## src/sv/wbt_pkg.sv

```systemverilog
// ----------------------------------------------------------------------------
// wbt_pkg
// Shared types and constants for the waveform block transfer sender.
// ----------------------------------------------------------------------------
package wbt_pkg;

  localparam int unsigned PAYLOAD_BYTES = 1024;
  localparam int unsigned DVD_W         = 41;  // ring start plus block byte offset
  localparam int unsigned CNT_W         = 6;   // holds DVD_W

  localparam logic [2:0] REG_ACQ_WORDS   = 3'd0;
  localparam logic [2:0] REG_BYTES_WORD  = 3'd1;
  localparam logic [2:0] REG_RING_BYTES  = 3'd2;
  localparam logic [2:0] REG_ACK_MAGIC   = 3'd3;
  localparam logic [2:0] REG_TIMEOUT_US  = 3'd4;
  localparam logic [2:0] REG_RETRY_LIMIT = 3'd5;

  typedef enum logic [1:0] {
    OP_ARM  = 2'd0,
    OP_FULL = 2'd1,
    OP_ACK  = 2'd2,
    OP_TICK = 2'd3
  } op_e;

  typedef enum logic [1:0] {
    PH_IDLE   = 2'd0,
    PH_HEADER = 2'd1,
    PH_ACTIVE = 2'd2
  } phase_e;

  typedef enum logic [1:0] {
    MSEL_SPAN = 2'd0,
    MSEL_WOFS = 2'd1,
    MSEL_OFF  = 2'd2
  } msel_e;

  typedef struct packed {
    logic  load_in;
    logic  arm_apply;
    logic  mod_start;
    msel_e mod_sel;
    logic  save_span;
    logic  full_capture;
    logic  ack_advance;
    logic  retry_inc;
    logic  go_idle;
    logic  idle_clear;
    logic  save_off;
    logic  emit_header;
    logic  emit_data;
  } cmd_t;

  typedef struct packed {
    op_e    op;
    phase_e phase;
    logic   ack_match;
    logic   timed_out;
    logic   retry_ok;
    logic   rem_zero;
    logic   mod_done;
    logic   slot_free;
  } stat_t;

endpackage

```

## src/sv/wbt_if.sv

```systemverilog
// ----------------------------------------------------------------------------
// wbt_in_if / wbt_out_if
// Valid/ready channels carrying event requests and packet descriptors.
// ----------------------------------------------------------------------------
interface wbt_in_if;
  logic        valid;
  logic        ready;
  logic [1:0]  operation;
  logic [31:0] now_us;
  logic        arm_request;
  logic        recorder_armed;
  logic [26:0] captured_words;
  logic [29:0] write_offset;
  logic [31:0] stamp_sec;
  logic [31:0] stamp_frac;
  logic [31:0] in_magic;
  logic [31:0] in_waveform;
  logic [25:0] in_block;

  modport source (output valid, operation, now_us, arm_request, recorder_armed,
                  captured_words, write_offset, stamp_sec, stamp_frac, in_magic,
                  in_waveform, in_block, input ready);
  modport sink   (input valid, operation, now_us, arm_request, recorder_armed,
                  captured_words, write_offset, stamp_sec, stamp_frac, in_magic,
                  in_waveform, in_block, output ready);
endinterface

interface wbt_out_if;
  logic        valid;
  logic        ready;
  logic        packet_kind;
  logic [31:0] wave_id;
  logic [25:0] block_id;
  logic [30:0] total_bytes;
  logic [31:0] sec_out;
  logic [31:0] frac_out;
  logic [29:0] ring_offset;
  logic [13:0] block_bytes;
  logic [13:0] first_part_bytes;

  modport source (output valid, packet_kind, wave_id, block_id, total_bytes, sec_out,
                  frac_out, ring_offset, block_bytes, first_part_bytes, input ready);
  modport sink   (input valid, packet_kind, wave_id, block_id, total_bytes, sec_out,
                  frac_out, ring_offset, block_bytes, first_part_bytes, output ready);
endinterface

```

## src/sv/wbt_mod.sv

```systemverilog
// ----------------------------------------------------------------------------
// wbt_mod
// Bit-serial restoring remainder, one dividend bit per cycle.
// ----------------------------------------------------------------------------
module wbt_mod (
  input  logic                        clk_i,
  input  logic                        rst_ni,
  input  logic                        start_i,
  input  logic [wbt_pkg::DVD_W-1:0]   dividend_i,
  input  logic [30:0]                 divisor_i,
  output logic                        done_o,
  output logic [30:0]                 rem_o
);
  import wbt_pkg::*;

  logic [DVD_W-1:0] dvd_q;
  logic [30:0]      d_q, rem_q;
  logic [CNT_W-1:0] cnt_q;
  logic             busy_q, done_q;
  logic [31:0]      sh;
  logic [31:0]      diff;

  assign sh   = {rem_q, dvd_q[DVD_W-1]};
  assign diff = sh - {1'b0, d_q};

  always_ff @(posedge clk_i or negedge rst_ni) begin
    if (!rst_ni) begin
      busy_q <= 1'b0;
      done_q <= 1'b0;
      cnt_q  <= '0;
    end else begin
      done_q <= 1'b0;
      if (start_i) begin
        busy_q <= 1'b1;
        cnt_q  <= CNT_W'(DVD_W);
      end else if (busy_q) begin
        cnt_q <= cnt_q - 1'b1;
        if (cnt_q == CNT_W'(1)) begin
          busy_q <= 1'b0;
          done_q <= 1'b1;
        end
      end
    end
  end

  always_ff @(posedge clk_i) begin
    if (start_i) begin
      dvd_q <= dividend_i;
      d_q   <= divisor_i;
      rem_q <= '0;
    end else if (busy_q) begin
      dvd_q <= {dvd_q[DVD_W-2:0], 1'b0};
      rem_q <= (sh >= {1'b0, d_q}) ? diff[30:0] : sh[30:0];
    end
  end

  assign done_o = done_q;
  assign rem_o  = (d_q == '0) ? '0 : rem_q;
endmodule

```

## src/sv/wbt_datapath.sv

```systemverilog
// ----------------------------------------------------------------------------
// wbt_datapath
// Registers, transfer state, offset arithmetic and the packet output stage.
// ----------------------------------------------------------------------------
module wbt_datapath (
  input  logic            clk_i,
  input  logic            rst_ni,
  input  logic            cfg_we_i,
  input  logic [2:0]      cfg_idx_i,
  input  logic [31:0]     cfg_data_i,
  input  wbt_pkg::cmd_t   cmd_i,
  output wbt_pkg::stat_t  stat_o,
  wbt_in_if.sink          in_i,
  wbt_out_if.source       out_o
);
  import wbt_pkg::*;

  // configuration
  logic [26:0] acq_q;
  logic [6:0]  bpw_q;
  logic [30:0] ring_q;
  logic [31:0] magic_q, timeout_q;
  logic [7:0]  limit_q;

  // latched request
  op_e         op_q;
  logic [31:0] now_q, sec_in_q, frac_in_q, mag_q, wav_q;
  logic        arm_q, armed_q;
  logic [26:0] cnt_q;
  logic [29:0] wofs_q;
  logic [25:0] blk_q;

  // transfer state
  phase_e      phase_q;
  logic [31:0] wave_q, send_q, hsec_q, hfrac_q;
  logic [25:0] block_q;
  logic [29:0] start_q;
  logic [30:0] remain_q, hbytes_q, span_q, off_q;
  logic [13:0] lastb_q;
  logic [7:0]  tally_q;

  // output stage
  logic        valid_q, kind_q;
  logic [31:0] wid_q, osec_q, ofrac_q;
  logic [25:0] bid_q;
  logic [30:0] tot_q;
  logic [29:0] roff_q;
  logic [13:0] len_q, first_q;

  logic             mod_done;
  logic [30:0]      mod_rem;
  logic [DVD_W-1:0] dividend;
  logic [26:0]      cnt_clamp;
  logic [33:0]      total;
  logic [31:0]      start_sum, start_red;
  logic [13:0]      len;
  logic [13:0]      first;
  logic [31:0]      elapsed;

  always_comb begin
    unique case (cmd_i.mod_sel)
      MSEL_SPAN: dividend = DVD_W'(34'(acq_q) * 34'(bpw_q));
      MSEL_WOFS: dividend = DVD_W'(wofs_q);
      MSEL_OFF:  dividend = DVD_W'(start_q) + DVD_W'(block_q) * DVD_W'(PAYLOAD_BYTES);
      default:   dividend = '0;
    endcase
  end

  wbt_mod u_mod (
    .clk_i      (clk_i),
    .rst_ni     (rst_ni),
    .start_i    (cmd_i.mod_start),
    .dividend_i (dividend),
    .divisor_i  (ring_q),
    .done_o     (mod_done),
    .rem_o      (mod_rem)
  );

  assign cnt_clamp = (cnt_q > acq_q) ? acq_q : cnt_q;
  assign total     = 34'(cnt_clamp) * 34'(bpw_q);
  assign start_sum = 32'(mod_rem) + 32'(ring_q) - 32'(span_q);
  assign start_red = (start_sum >= 32'(ring_q)) ? start_sum - 32'(ring_q) : start_sum;
  assign len       = (remain_q > 31'(PAYLOAD_BYTES)) ? 14'(PAYLOAD_BYTES) : remain_q[13:0];
  assign first     = (ring_q == '0 || 32'(off_q) + 32'(len) <= 32'(ring_q))
                     ? len : 14'(ring_q - off_q);
  assign elapsed   = now_q - send_q;

  assign stat_o.op        = op_q;
  assign stat_o.phase     = phase_q;
  assign stat_o.ack_match = (mag_q == magic_q) && (wav_q == wave_q) && (blk_q == block_q);
  assign stat_o.timed_out = elapsed > timeout_q;
  assign stat_o.retry_ok  = tally_q < limit_q;
  assign stat_o.rem_zero  = remain_q == '0;
  assign stat_o.mod_done  = mod_done;
  assign stat_o.slot_free = !valid_q || out_o.ready;

  always_ff @(posedge clk_i or negedge rst_ni) begin
    if (!rst_ni) begin
      acq_q     <= 27'd10000;
      bpw_q     <= 7'd16;
      ring_q    <= 31'd1048576;
      magic_q   <= '0;
      timeout_q <= 32'd1000000;
      limit_q   <= 8'd10;
    end else if (cfg_we_i) begin
      unique case (cfg_idx_i)
        REG_ACQ_WORDS:   acq_q     <= cfg_data_i[26:0];
        REG_BYTES_WORD:  bpw_q     <= cfg_data_i[6:0];
        REG_RING_BYTES:  ring_q    <= cfg_data_i[30:0];
        REG_ACK_MAGIC:   magic_q   <= cfg_data_i;
        REG_TIMEOUT_US:  timeout_q <= cfg_data_i;
        REG_RETRY_LIMIT: limit_q   <= cfg_data_i[7:0];
        default: ;
      endcase
    end
  end

  always_ff @(posedge clk_i) begin
    if (cmd_i.load_in) begin
      op_q      <= op_e'(in_i.operation);
      now_q     <= in_i.now_us;
      arm_q     <= in_i.arm_request;
      armed_q   <= in_i.recorder_armed;
      cnt_q     <= in_i.captured_words;
      wofs_q    <= in_i.write_offset;
      sec_in_q  <= in_i.stamp_sec;
      frac_in_q <= in_i.stamp_frac;
      mag_q     <= in_i.in_magic;
      wav_q     <= in_i.in_waveform;
      blk_q     <= in_i.in_block;
    end
    if (cmd_i.save_span) span_q <= mod_rem;
    if (cmd_i.save_off)  off_q  <= mod_rem;
  end

  always_ff @(posedge clk_i or negedge rst_ni) begin
    if (!rst_ni) begin
      phase_q  <= PH_IDLE;
      wave_q   <= 32'd1;
      block_q  <= '0;
      start_q  <= '0;
      remain_q <= '0;
      lastb_q  <= '0;
      send_q   <= '0;
      tally_q  <= '0;
      hbytes_q <= '0;
      hsec_q   <= '0;
      hfrac_q  <= '0;
    end else begin
      if (cmd_i.arm_apply && arm_q) begin
        if (!armed_q) wave_q <= wave_q + 32'd1;
        phase_q <= PH_IDLE;
      end
      if (cmd_i.full_capture) begin
        hbytes_q <= (total > 34'h7FFF_FFFF) ? 31'h7FFF_FFFF : total[30:0];
        start_q  <= start_red[29:0];
        hsec_q   <= sec_in_q;
        hfrac_q  <= frac_in_q;
        tally_q  <= '0;
      end
      if (cmd_i.ack_advance) begin
        tally_q <= '0;
        if (phase_q == PH_ACTIVE) begin
          block_q  <= block_q + 26'd1;
          remain_q <= (31'(lastb_q) < remain_q) ? remain_q - 31'(lastb_q) : '0;
        end
      end
      if (cmd_i.retry_inc) tally_q <= tally_q + 8'd1;
      if (cmd_i.go_idle)   phase_q <= PH_IDLE;
      if (cmd_i.idle_clear) begin
        phase_q <= PH_IDLE;
        lastb_q <= '0;
      end
      if (cmd_i.emit_header) begin
        block_q  <= '0;
        lastb_q  <= '0;
        remain_q <= hbytes_q;
        send_q   <= now_q;
        phase_q  <= PH_HEADER;
      end
      if (cmd_i.emit_data) begin
        phase_q <= PH_ACTIVE;
        lastb_q <= len;
        send_q  <= now_q;
      end
    end
  end

  always_ff @(posedge clk_i or negedge rst_ni) begin
    if (!rst_ni) begin
      valid_q <= 1'b0;
    end else if (cmd_i.emit_header || cmd_i.emit_data) begin
      valid_q <= 1'b1;
    end else if (out_o.ready) begin
      valid_q <= 1'b0;
    end
  end

  always_ff @(posedge clk_i) begin
    if (cmd_i.emit_header) begin
      kind_q  <= 1'b0;
      wid_q   <= wave_q;
      bid_q   <= '0;
      tot_q   <= hbytes_q;
      osec_q  <= hsec_q;
      ofrac_q <= hfrac_q;
      roff_q  <= '0;
      len_q   <= '0;
      first_q <= '0;
    end else if (cmd_i.emit_data) begin
      kind_q  <= 1'b1;
      wid_q   <= wave_q;
      bid_q   <= block_q;
      tot_q   <= '0;
      osec_q  <= '0;
      ofrac_q <= '0;
      roff_q  <= off_q[29:0];
      len_q   <= len;
      first_q <= first;
    end
  end

  assign out_o.valid            = valid_q;
  assign out_o.packet_kind      = kind_q;
  assign out_o.wave_id          = wid_q;
  assign out_o.block_id         = bid_q;
  assign out_o.total_bytes      = tot_q;
  assign out_o.sec_out          = osec_q;
  assign out_o.frac_out         = ofrac_q;
  assign out_o.ring_offset      = roff_q;
  assign out_o.block_bytes      = len_q;
  assign out_o.first_part_bytes = first_q;
endmodule

```

## src/sv/wbt_ctrl.sv

```systemverilog
// ----------------------------------------------------------------------------
// wbt_ctrl
// Sequencer: decodes each request and steps the datapath through it.
// ----------------------------------------------------------------------------
module wbt_ctrl (
  input  logic            clk_i,
  input  logic            rst_ni,
  input  logic            in_valid_i,
  output logic            in_ready_o,
  input  wbt_pkg::stat_t  stat_i,
  output wbt_pkg::cmd_t   cmd_o
);
  import wbt_pkg::*;

  typedef enum logic [2:0] {
    S_IDLE, S_DECIDE, S_ADV, S_MOD_SPAN, S_MOD_WOFS, S_MOD_OFF, S_EMIT_HDR, S_EMIT_DATA
  } state_e;

  state_e state_q, state_d;

  assign in_ready_o = state_q == S_IDLE;

  always_comb begin
    cmd_o   = '0;
    state_d = state_q;
    unique case (state_q)
      S_IDLE: begin
        if (in_valid_i) begin
          cmd_o.load_in = 1'b1;
          state_d = S_DECIDE;
        end
      end
      S_DECIDE: begin
        state_d = S_IDLE;
        unique case (stat_i.op)
          OP_ARM: cmd_o.arm_apply = 1'b1;
          OP_FULL: begin
            if (stat_i.phase == PH_IDLE) begin
              cmd_o.mod_start = 1'b1;
              cmd_o.mod_sel   = MSEL_SPAN;
              state_d = S_MOD_SPAN;
            end
          end
          OP_ACK: begin
            if (stat_i.phase != PH_IDLE && stat_i.ack_match) begin
              cmd_o.ack_advance = 1'b1;
              state_d = S_ADV;
            end
          end
          OP_TICK: begin
            if (stat_i.phase != PH_IDLE && stat_i.timed_out) begin
              cmd_o.retry_inc = 1'b1;
              state_d = S_ADV;
            end
          end
          default: ;
        endcase
      end
      S_ADV: begin
        // retry_ok is only meaningful after a tick bumped the tally
        priority if (stat_i.op == OP_TICK && !stat_i.retry_ok) begin
          cmd_o.go_idle = 1'b1;
          state_d = S_IDLE;
        end else if (stat_i.op == OP_TICK && stat_i.phase == PH_HEADER) begin
          state_d = S_EMIT_HDR;
        end else if (stat_i.rem_zero) begin
          cmd_o.idle_clear = 1'b1;
          state_d = S_IDLE;
        end else begin
          cmd_o.mod_start = 1'b1;
          cmd_o.mod_sel   = MSEL_OFF;
          state_d = S_MOD_OFF;
        end
      end
      S_MOD_SPAN: begin
        if (stat_i.mod_done) begin
          cmd_o.save_span = 1'b1;
          cmd_o.mod_start = 1'b1;
          cmd_o.mod_sel   = MSEL_WOFS;
          state_d = S_MOD_WOFS;
        end
      end
      S_MOD_WOFS: begin
        if (stat_i.mod_done) begin
          cmd_o.full_capture = 1'b1;
          state_d = S_EMIT_HDR;
        end
      end
      S_MOD_OFF: begin
        cmd_o.mod_sel = MSEL_OFF;
        if (stat_i.mod_done) begin
          cmd_o.save_off = 1'b1;
          state_d = S_EMIT_DATA;
        end
      end
      S_EMIT_HDR: begin
        if (stat_i.slot_free) begin
          cmd_o.emit_header = 1'b1;
          state_d = S_IDLE;
        end
      end
      S_EMIT_DATA: begin
        if (stat_i.slot_free) begin
          cmd_o.emit_data = 1'b1;
          state_d = S_IDLE;
        end
      end
      default: state_d = S_IDLE;
    endcase
  end

  always_ff @(posedge clk_i or negedge rst_ni) begin
    if (!rst_ni) begin
      state_q <= S_IDLE;
    end else begin
      state_q <= state_d;
    end
  end
endmodule

```

## src/sv/waveform_block_transfer.sv

```systemverilog
// Arm and ignored requests retire straight from the decode state, and requests
// that exhaust the retry limit from the advance state; a data packet waits for
// one remainder from the bit-serial ring modulo unit (41 dividend bits) and a
// header from a full request for two.
// Throughput: one request at a time; the next is taken as soon as the packet
// is parked in the output register. Reset clears the protocol state, loads
// register defaults and needs no clearing pass.
// ----------------------------------------------------------------------------
// waveform_block_transfer
// Stop-and-wait sender of header and data block descriptors for a ring capture.
// ----------------------------------------------------------------------------
module waveform_block_transfer (
  input  logic        clk_i,
  input  logic        rst_ni,
  input  logic        cfg_we_i,
  input  logic [2:0]  cfg_idx_i,
  input  logic [31:0] cfg_data_i,
  wbt_in_if.sink      in_i,
  wbt_out_if.source   out_o
);
  import wbt_pkg::*;

  cmd_t  cmd;
  stat_t stat;

  // Sequencer: takes one request, walks it through modulo and emit steps.
  wbt_ctrl u_ctrl (
    .clk_i      (clk_i),
    .rst_ni     (rst_ni),
    .in_valid_i (in_i.valid),
    .in_ready_o (in_i.ready),
    .stat_i     (stat),
    .cmd_o      (cmd)
  );

  // Datapath: config, transfer state, ring arithmetic, output register.
  wbt_datapath u_dp (
    .clk_i      (clk_i),
    .rst_ni     (rst_ni),
    .cfg_we_i   (cfg_we_i),
    .cfg_idx_i  (cfg_idx_i),
    .cfg_data_i (cfg_data_i),
    .cmd_i      (cmd),
    .stat_o     (stat),
    .in_i       (in_i),
    .out_o      (out_o)
  );
endmodule
```

## src/flat_wrapper.sv

```systemverilog
// flat-port wrapper written by rule: the top's interface ports become plain ports
module waveform_block_transfer_flat import wbt_pkg::*;
  (clk_i, rst_ni, cfg_we_i, cfg_idx_i, cfg_data_i, in_i_valid, in_i_operation, in_i_now_us, in_i_arm_request, in_i_recorder_armed, in_i_captured_words, in_i_write_offset, in_i_stamp_sec, in_i_stamp_frac, in_i_in_magic, in_i_in_waveform, in_i_in_block, in_i_ready, out_o_valid, out_o_packet_kind, out_o_wave_id, out_o_block_id, out_o_total_bytes, out_o_sec_out, out_o_frac_out, out_o_ring_offset, out_o_block_bytes, out_o_first_part_bytes, out_o_ready);
  wbt_in_if in_i_i ();
  wbt_out_if out_o_i ();
  input  logic clk_i;
  input  logic rst_ni;
  input  logic cfg_we_i;
  input  logic [2:0] cfg_idx_i;
  input  logic [31:0] cfg_data_i;
  input wire logic [$bits(in_i_i.valid)-1:0] in_i_valid;
  input wire logic [$bits(in_i_i.operation)-1:0] in_i_operation;
  input wire logic [$bits(in_i_i.now_us)-1:0] in_i_now_us;
  input wire logic [$bits(in_i_i.arm_request)-1:0] in_i_arm_request;
  input wire logic [$bits(in_i_i.recorder_armed)-1:0] in_i_recorder_armed;
  input wire logic [$bits(in_i_i.captured_words)-1:0] in_i_captured_words;
  input wire logic [$bits(in_i_i.write_offset)-1:0] in_i_write_offset;
  input wire logic [$bits(in_i_i.stamp_sec)-1:0] in_i_stamp_sec;
  input wire logic [$bits(in_i_i.stamp_frac)-1:0] in_i_stamp_frac;
  input wire logic [$bits(in_i_i.in_magic)-1:0] in_i_in_magic;
  input wire logic [$bits(in_i_i.in_waveform)-1:0] in_i_in_waveform;
  input wire logic [$bits(in_i_i.in_block)-1:0] in_i_in_block;
  output wire logic [$bits(in_i_i.ready)-1:0] in_i_ready;
  output wire logic [$bits(out_o_i.valid)-1:0] out_o_valid;
  output wire logic [$bits(out_o_i.packet_kind)-1:0] out_o_packet_kind;
  output wire logic [$bits(out_o_i.wave_id)-1:0] out_o_wave_id;
  output wire logic [$bits(out_o_i.block_id)-1:0] out_o_block_id;
  output wire logic [$bits(out_o_i.total_bytes)-1:0] out_o_total_bytes;
  output wire logic [$bits(out_o_i.sec_out)-1:0] out_o_sec_out;
  output wire logic [$bits(out_o_i.frac_out)-1:0] out_o_frac_out;
  output wire logic [$bits(out_o_i.ring_offset)-1:0] out_o_ring_offset;
  output wire logic [$bits(out_o_i.block_bytes)-1:0] out_o_block_bytes;
  output wire logic [$bits(out_o_i.first_part_bytes)-1:0] out_o_first_part_bytes;
  input wire logic [$bits(out_o_i.ready)-1:0] out_o_ready;
  assign in_i_i.valid = in_i_valid;
  assign in_i_i.operation = in_i_operation;
  assign in_i_i.now_us = in_i_now_us;
  assign in_i_i.arm_request = in_i_arm_request;
  assign in_i_i.recorder_armed = in_i_recorder_armed;
  assign in_i_i.captured_words = in_i_captured_words;
  assign in_i_i.write_offset = in_i_write_offset;
  assign in_i_i.stamp_sec = in_i_stamp_sec;
  assign in_i_i.stamp_frac = in_i_stamp_frac;
  assign in_i_i.in_magic = in_i_in_magic;
  assign in_i_i.in_waveform = in_i_in_waveform;
  assign in_i_i.in_block = in_i_in_block;
  assign in_i_ready = in_i_i.ready;
  assign out_o_valid = out_o_i.valid;
  assign out_o_packet_kind = out_o_i.packet_kind;
  assign out_o_wave_id = out_o_i.wave_id;
  assign out_o_block_id = out_o_i.block_id;
  assign out_o_total_bytes = out_o_i.total_bytes;
  assign out_o_sec_out = out_o_i.sec_out;
  assign out_o_frac_out = out_o_i.frac_out;
  assign out_o_ring_offset = out_o_i.ring_offset;
  assign out_o_block_bytes = out_o_i.block_bytes;
  assign out_o_first_part_bytes = out_o_i.first_part_bytes;
  assign out_o_i.ready = out_o_ready;
  waveform_block_transfer u_core (.clk_i(clk_i), .rst_ni(rst_ni), .cfg_we_i(cfg_we_i), .cfg_idx_i(cfg_idx_i), .cfg_data_i(cfg_data_i), .in_i(in_i_i), .out_o(out_o_i));
endmodule
```

## config.mk

```make
export PLATFORM = sky130hd
export DESIGN_NAME = waveform_block_transfer_flat
export DESIGN_NICKNAME = d
export VERILOG_FILES = /design/src/sv/wbt_pkg.sv /design/src/sv/wbt_if.sv /design/src/sv/wbt_mod.sv /design/src/sv/wbt_datapath.sv /design/src/sv/wbt_ctrl.sv /design/src/sv/waveform_block_transfer.sv /design/src/flat_wrapper.sv
export SDC_FILE = /design/constraint.sdc
export NUM_CORES = 2
export LEC_CHECK = 0
export BUFFER_PORTS_ARGS = -buffer_cell sky130_fd_sc_hd__buf_4
export CORE_ASPECT_RATIO = 0.6
export CORE_MARGIN = 4
export CORE_UTILIZATION = 60
export CTS_BUF_LIST = sky130_fd_sc_hd__clkbuf_4
export CTS_CLUSTER_DIAMETER = 80
export DETAILED_ROUTE_END_ITERATION = 16
export PLACE_DENSITY = 0.8
export RECOVER_POWER = 25
export SETUP_SLACK_MARGIN = 0.15
export SYNTH_ARGS = -nofsm -noshare
export SYNTH_HDL_FRONTEND = slang
export SYNTH_SLANG_ARGS = --single-unit
```

## constraint.sdc

```tcl
create_clock -name clk_i -period 11.15 [get_ports clk_i]
set_input_delay 1.115 -clock clk_i [delete_from_list [all_inputs] [get_ports clk_i]]
set_output_delay 1.115 -clock clk_i [all_outputs]
set_load 0.005 [all_outputs]
```

# [Word-level counts from Yosys, hierarchy flattened]
# Cells that the tools add are included.
[classes] add_sub_neg=13 n_mul=2 magnitude_cmp=9 n_eq_ne=28 mux=89 n_bitwise=1 n_reduce_logical=39
[op_table] op="31-bit two-way mux" count=9
[op_table] op="32-bit two-way mux" count=7
[op_table] op="37-bit one-hot mux with 3 select lines" count=1
[op_table] op="31-bit logical NOT" count=3
[op_table] op="41-bit two-way mux" count=2
[op_table] op="26-bit two-way mux" count=3
[op_table] op="14-bit two-way mux" count=5
[op_table] op="27-bit by 7-bit multiplier with 34-bit output" count=2
[op_table] op="32-bit == test" count=2
[op_table] op="32-bit by 31-bit greater-or-equal comparator with 1-bit output" count=2
[op_table] op="3-bit two-way mux" count=13
[op_table] op="30-bit by 36-bit adder with 37-bit output" count=1
[op_table] op="34-bit by 31-bit > comparator with 1-bit output, second input constant" count=1
[op_table] op="31-bit by 14-bit adder with 32-bit output" count=1
[op_table] op="31-bit by 31-bit adder with 32-bit output" count=1
[op_table] op="32-bit by 1-bit adder with 32-bit output, second input constant" count=1
[op_table] op="32-bit > comparator" count=1
[op_table] op="32-bit by 31-bit less-or-equal comparator with 1-bit output" count=1
[op_table] op="32-bit by 31-bit subtractor with 32-bit output" count=1
[op_table] op="32-bit subtractor" count=1
[op_table] op="31-bit by 11-bit > comparator with 1-bit output, second input constant" count=1
[op_table] op="14-bit by 31-bit < comparator with 1-bit output" count=1
[op_table] op="31-bit by 14-bit subtractor with 31-bit output" count=1
[op_table] op="31-bit subtractor" count=1
[op_table] op="39 further kinds" count=119
[word_totals] register_bits=1043 inputBits=287 out_inout_bits=214 elab_cells=228

# [Depth between registers and ports, before layout]
[depth] ltp_word=9 depth_mapped=35 mapped_depth_nobuf=31

# [Worst setup path before layout]
# No wires, ideal clock.
[synth_timing] path_kind="register to register" from="reg u_core.u_dp.acq_q[24]" to="reg u_core.u_dp.hbytes_q[20]" t_arrival_ps=7904 setup_slack_ps=3125 path_stages_with_launch=32 path_buffers=4 cell_sequence="dfrtp_1 -> clkbuf_1 -> inv_1 -> ha_1 -> nand4_1 -> nor2_1 -> and3_1 -> nand4_1 -> or4_1 -> o21ai_1 -> clkbuf_1 -> nor2_1 -> a21oi_1 -> nor2b_1 -> fa_1 -> fa_1 -> fa_1 -> inv_1 -> fa_1 -> inv_1 -> ha_1 -> a21o_1 -> a221oi_1 -> o221ai_1 -> a41oi_1 -> o311ai_0 -> o21a_1 -> mux2i_1 -> nand3_1 -> buf_2 -> buf_1 -> o22a_1"
[synth_between] elab_chain_cells=5
[synth_rtl] item="from (decl)" line_no="wbt_datapath.sv:19" text="logic [26:0] acq_q;"
[synth_rtl] item="from (signal assigned)" line_no="wbt_datapath.sv:107" text="REG_ACQ_WORDS: acq_q <= cfg_data_i[26:0];"
[synth_rtl] item="27-bit > comparator" line_no="wbt_datapath.sv:79" text="assign cnt_clamp = (cnt_q > acq_q) ? acq_q : cnt_q;"
[synth_rtl] item="27-bit two-way mux (*)" line_no="wbt_datapath.sv:79"
[synth_rtl] item="27-bit by 7-bit multiplier with 34-bit output (*)" line_no="wbt_datapath.sv:80" text="assign total = 34'(cnt_clamp) * 34'(bpw_q);"
[synth_rtl] item="34-bit by 31-bit > comparator with 1-bit output" line_no="wbt_datapath.sv:155" text="hbytes_q <= (total > 34'h7FFF_FFFF) ? 31'h7FFF_FFFF : total[30:0];"
[synth_rtl] item="31-bit two-way mux (*)" line_no="wbt_datapath.sv:155"
[synth_rtl] item="to (signal assigned)" line_no="wbt_datapath.sv:155"
[synth_rtl] item="to (decl)" line_no="wbt_datapath.sv:38" text="logic [30:0] remain_q, hbytes_q, span_q, off_q;"
# Mark *: on every way between the ends. The rest lies on a longest branch, timed or not.
# A chain may end at the register's enable or synchronous reset.

# [Worst setup path in the final report]
[layout_timing] from="reg u_core.u_dp.acq_q[10]" to="reg u_core.u_dp.hbytes_q[24]"
# The elaborated chain is that of the path after synthesis.

==> qor.csv <==
stage,metric,value,unit
grt,grt_pass1_wl,299000,um
status,violations,"capacitance limit, slew limit",
route,routed_wl,198000,um
cells_and_area,nets,7864,
place,dp.cells,7982,
worst_hold_path,hold_depth,1,
die,core,105000,um2
logic_synthesis,yosys-top-cells-area,"edfxtp_1, dfrtp_1, fa_1",
cts,clk_pin_slew,0.08,ns
cells_and_area,area_growth,14.3,%
place,place_area,68600,um2
place,numPortBuffers,500,
grt,track_usage,0.354,
cells_and_area,layout_commonest_cell,nand2_1,
logic_synthesis,netlist_instances,6261,
setup_path,crit_top_cell,fa_1,
cells_and_area,mostFrequentLayoutCells,"nand2_1, inv_1, clkbuf_4",
die,start_util,0.604,
setup_path,ff2ff_path_depth,29,
timing,tightest_slew,6.82,ns
cts,cts_tree,done,
cts,clock-sinks,1043,
cells_and_area,fin_cells,8536,
die,die-area,111000,um2
logic_synthesis,synth_top_area_cell,edfxtp_1,
setup_path,startpoint_type,flip-flop,
logic_synthesis,syn_avg_cell_area,10.1,um2
route,drc,0,
timing,skew,0.0644,ns
setup_path,path_class,reg -> reg,
logic_synthesis,yosysUniqueCellTypes,88,
setup_path,critical-path-max-stage-delay,0.86,ns
timing,rsz0062_at_grt,no,
cells_and_area,num-fill-cells,8062,
timing,finalCriticalPeriod,9.80,ns
cells_and_area,drive_above_1_share,0.142,
logic_synthesis,synth_warnings,0,
timing,fin_tns_setup,0,ns
timing,timing.slew.headroom,-3.54,
run,drv_cap,8,
die,fp.dieH,260,um
route,ant_nets,0,
setup_path,crit_required,12.17,ns
cts,ctsHtreeMaxLevel,4,
route,first_pass_iters,8,
route,vias,51400,
cts,insertion_delay,1.19,ns
place,place.gp.congestion,0.977,
timing,hold_viol_final,0,
logic_synthesis,synth_edf_count,508,
logic_synthesis,synth_flop_cell,edfxtp_1,
logic_synthesis,synth_top_area_frac,0.241,
setup_path,reg2reg_slack,1.35,ns
cts,cts-root-buf,clkbuf_4,
logic_synthesis,postSynth.asyncResetShare,0.402,
setup_path,timing.rr.end,u_core.u_dp.hbytes_q[24]$_DFFE_PN0P_,
timing,fmax,102,MHz
route,drt_iter0_markers,6331,
logic_synthesis,ys_seq_area_frac,0.443,
die,io_pins,501,
worst_hold_path,min-delay-start,in_i_in_block[1],
cts,cts_buffer_depth,3,
timing,finalSetupViolations,0,
die,die_width,428,um
cells_and_area,final_area,72500,um2
timing,slew_violations,487,
setup_path,critPathArrivalTime,10.81,ns
logic_synthesis,synth_area,63400,um2
cts,ctsResizeCount,0,
route,wl_per_cell,23.2,um
setup_path,worst_setup_path_end_kind,flip-flop,
status,outcome,finished with violations,
grt,grt_pass1_vias,49600,
grt,gr-total-overflow,0,
logic_synthesis,yosys_register_bits,1043,
grt,grt_max_degree,120,
worst_hold_path,hold_class,in -> reg,
place,dp_hpwl,147000,um
die,row_count,92,
setup_path,slowest_stage,o21ai_4,
grt,antenna_found_initial,15,
route,viasPerCell,6.02,
timing,fin_crit_sh,0.879,
cells_and_area,fin_util,0.691,
setup_path,cp_max_fo,42,
cts,cts_buffers,238,
worst_hold_path,whs_endpoint,u_core.u_dp.blk_q[1]$_DFFE_PP_,
setup_path,r2r-start,u_core.u_dp.acq_q[10]$_DFFE_PN1P_,
## area by class of cell
type	instances	area, um2	share of cell area
Multi-Input combinational cell	4377	32300	0.445
Sequential cell	1043	28100	0.387
Timing Repair Buffer	637	4810	0.0663
Clock buffer	366	2750	0.0379
Inverter	603	2270	0.0313
Tap cell	1410	1760	0.0243
Clock inverter	87	499	0.00689
Antenna cell	13	32.5	0.000449
## worst max-delay path by stage
stage	from	to	slack, ns	depth (start not counted)
floorplan	u_core.u_dp.acq_q[24]$_DFFE_PN0P_	u_core.u_dp.hbytes_q[20]$_DFFE_PN0P_	3.13	31
global placement	u_core.u_dp.acq_q[10]$_DFFE_PN1P_	u_core.u_dp.hbytes_q[17]$_DFFE_PN0P_	1.86	29
detailed placement	u_core.u_dp.acq_q[10]$_DFFE_PN1P_	u_core.u_dp.hbytes_q[24]$_DFFE_PN0P_	1.59	29
CTS	u_core.u_dp.acq_q[10]$_DFFE_PN1P_	u_core.u_dp.hbytes_q[17]$_DFFE_PN0P_	1.50	29
global route	u_core.u_dp.acq_q[10]$_DFFE_PN1P_	u_core.u_dp.hbytes_q[17]$_DFFE_PN0P_	0.79	29
finish	u_core.u_dp.acq_q[10]$_DFFE_PN1P_	u_core.u_dp.hbytes_q[24]$_DFFE_PN0P_	1.35	29
## cells by family after synthesis
family          share of synthesized area
xor+xnor                           0.0489
fa+ha+maj                           0.167
flops                               0.443
buf+inv                            0.0501
other cells                     0.0000591
mux                                0.0175
compound gates                      0.119
simple gates                        0.154
## routing by layer
metal | global-route usage | vias up | part of all wire | wire [um]
li1 | - | 22900 | - | -
met1 | 0.533 | 25100 | 0.43 | 84300
met2 | 0.487 | 2985 | 0.41 | 81600
met3 | 0.106 | 419 | 0.13 | 25700
met4 | 0.120 | 2 | 0.033 | 6590
met5 | 0 | - | 0.000091 | 18
## stage by stage
stage          hold WS, ns  worst slack (ns)
6_report             0.146              1.35
3_5_place_dp         0.421              1.59
2_1_floorplan        0.415              3.13
3_3_place_gp         0.418              1.86
5_1_grt             0.0560             0.791
4_1_cts           0.000497              1.50
## what timing repair did
item	4_1_cts	5_1_grt
hold endpoints to repair	152	0
hold buffers	88	0
setup buffers	0	0
## synth_stat cells (all sizes together), types with 75 or more instances
master	instances
inv	603
edfxtp	508
dfrtp	402
nor2	281
a21o	106
and2	188
clkbuf	213
dfxtp	116
a21oi	302
nand3	147
o21ai	320
nand2	897
fa	286
nor3	75
ha	391
xnor2	260
xor2	94
nor2b	163
## state kept, by name (all words and copies together), names as in the netlist, 32 cells and up
register / flops
u_core.u_dp.frac_in_q: 32
u_core.u_dp.hsec_q: 32
u_core.u_dp.wav_q: 32
u_core.u_dp.magic_q: 32
u_core.u_dp.sec_in_q: 32
u_core.u_dp.wave_q: 32
u_core.u_dp.u_mod.dvd_q: 41
u_core.u_dp.hfrac_q: 32
u_core.u_dp.mag_q: 32
u_core.u_dp.out_o.sec_out: 32
u_core.u_dp.now_q: 32
u_core.u_dp.out_o.frac_out: 32
u_core.u_dp.timeout_q: 32
u_core.u_dp.out_o.wave_id: 32
u_core.u_dp.send_q: 32
## critical path: cells and delay by family, from the launching register on
family | cells | cell delay (ns)
compound gates | 13 | 4.30
fa+ha+maj | 6 | 2.77
simple gates | 4 | 0.88
buf+inv | 5 | 0.81
flops | 1 | 0.61
mux | 1 | 0.26
Power is not shown: default switching activity piles up to over one toggle a cycle in this logic, so the estimate is an artifact.
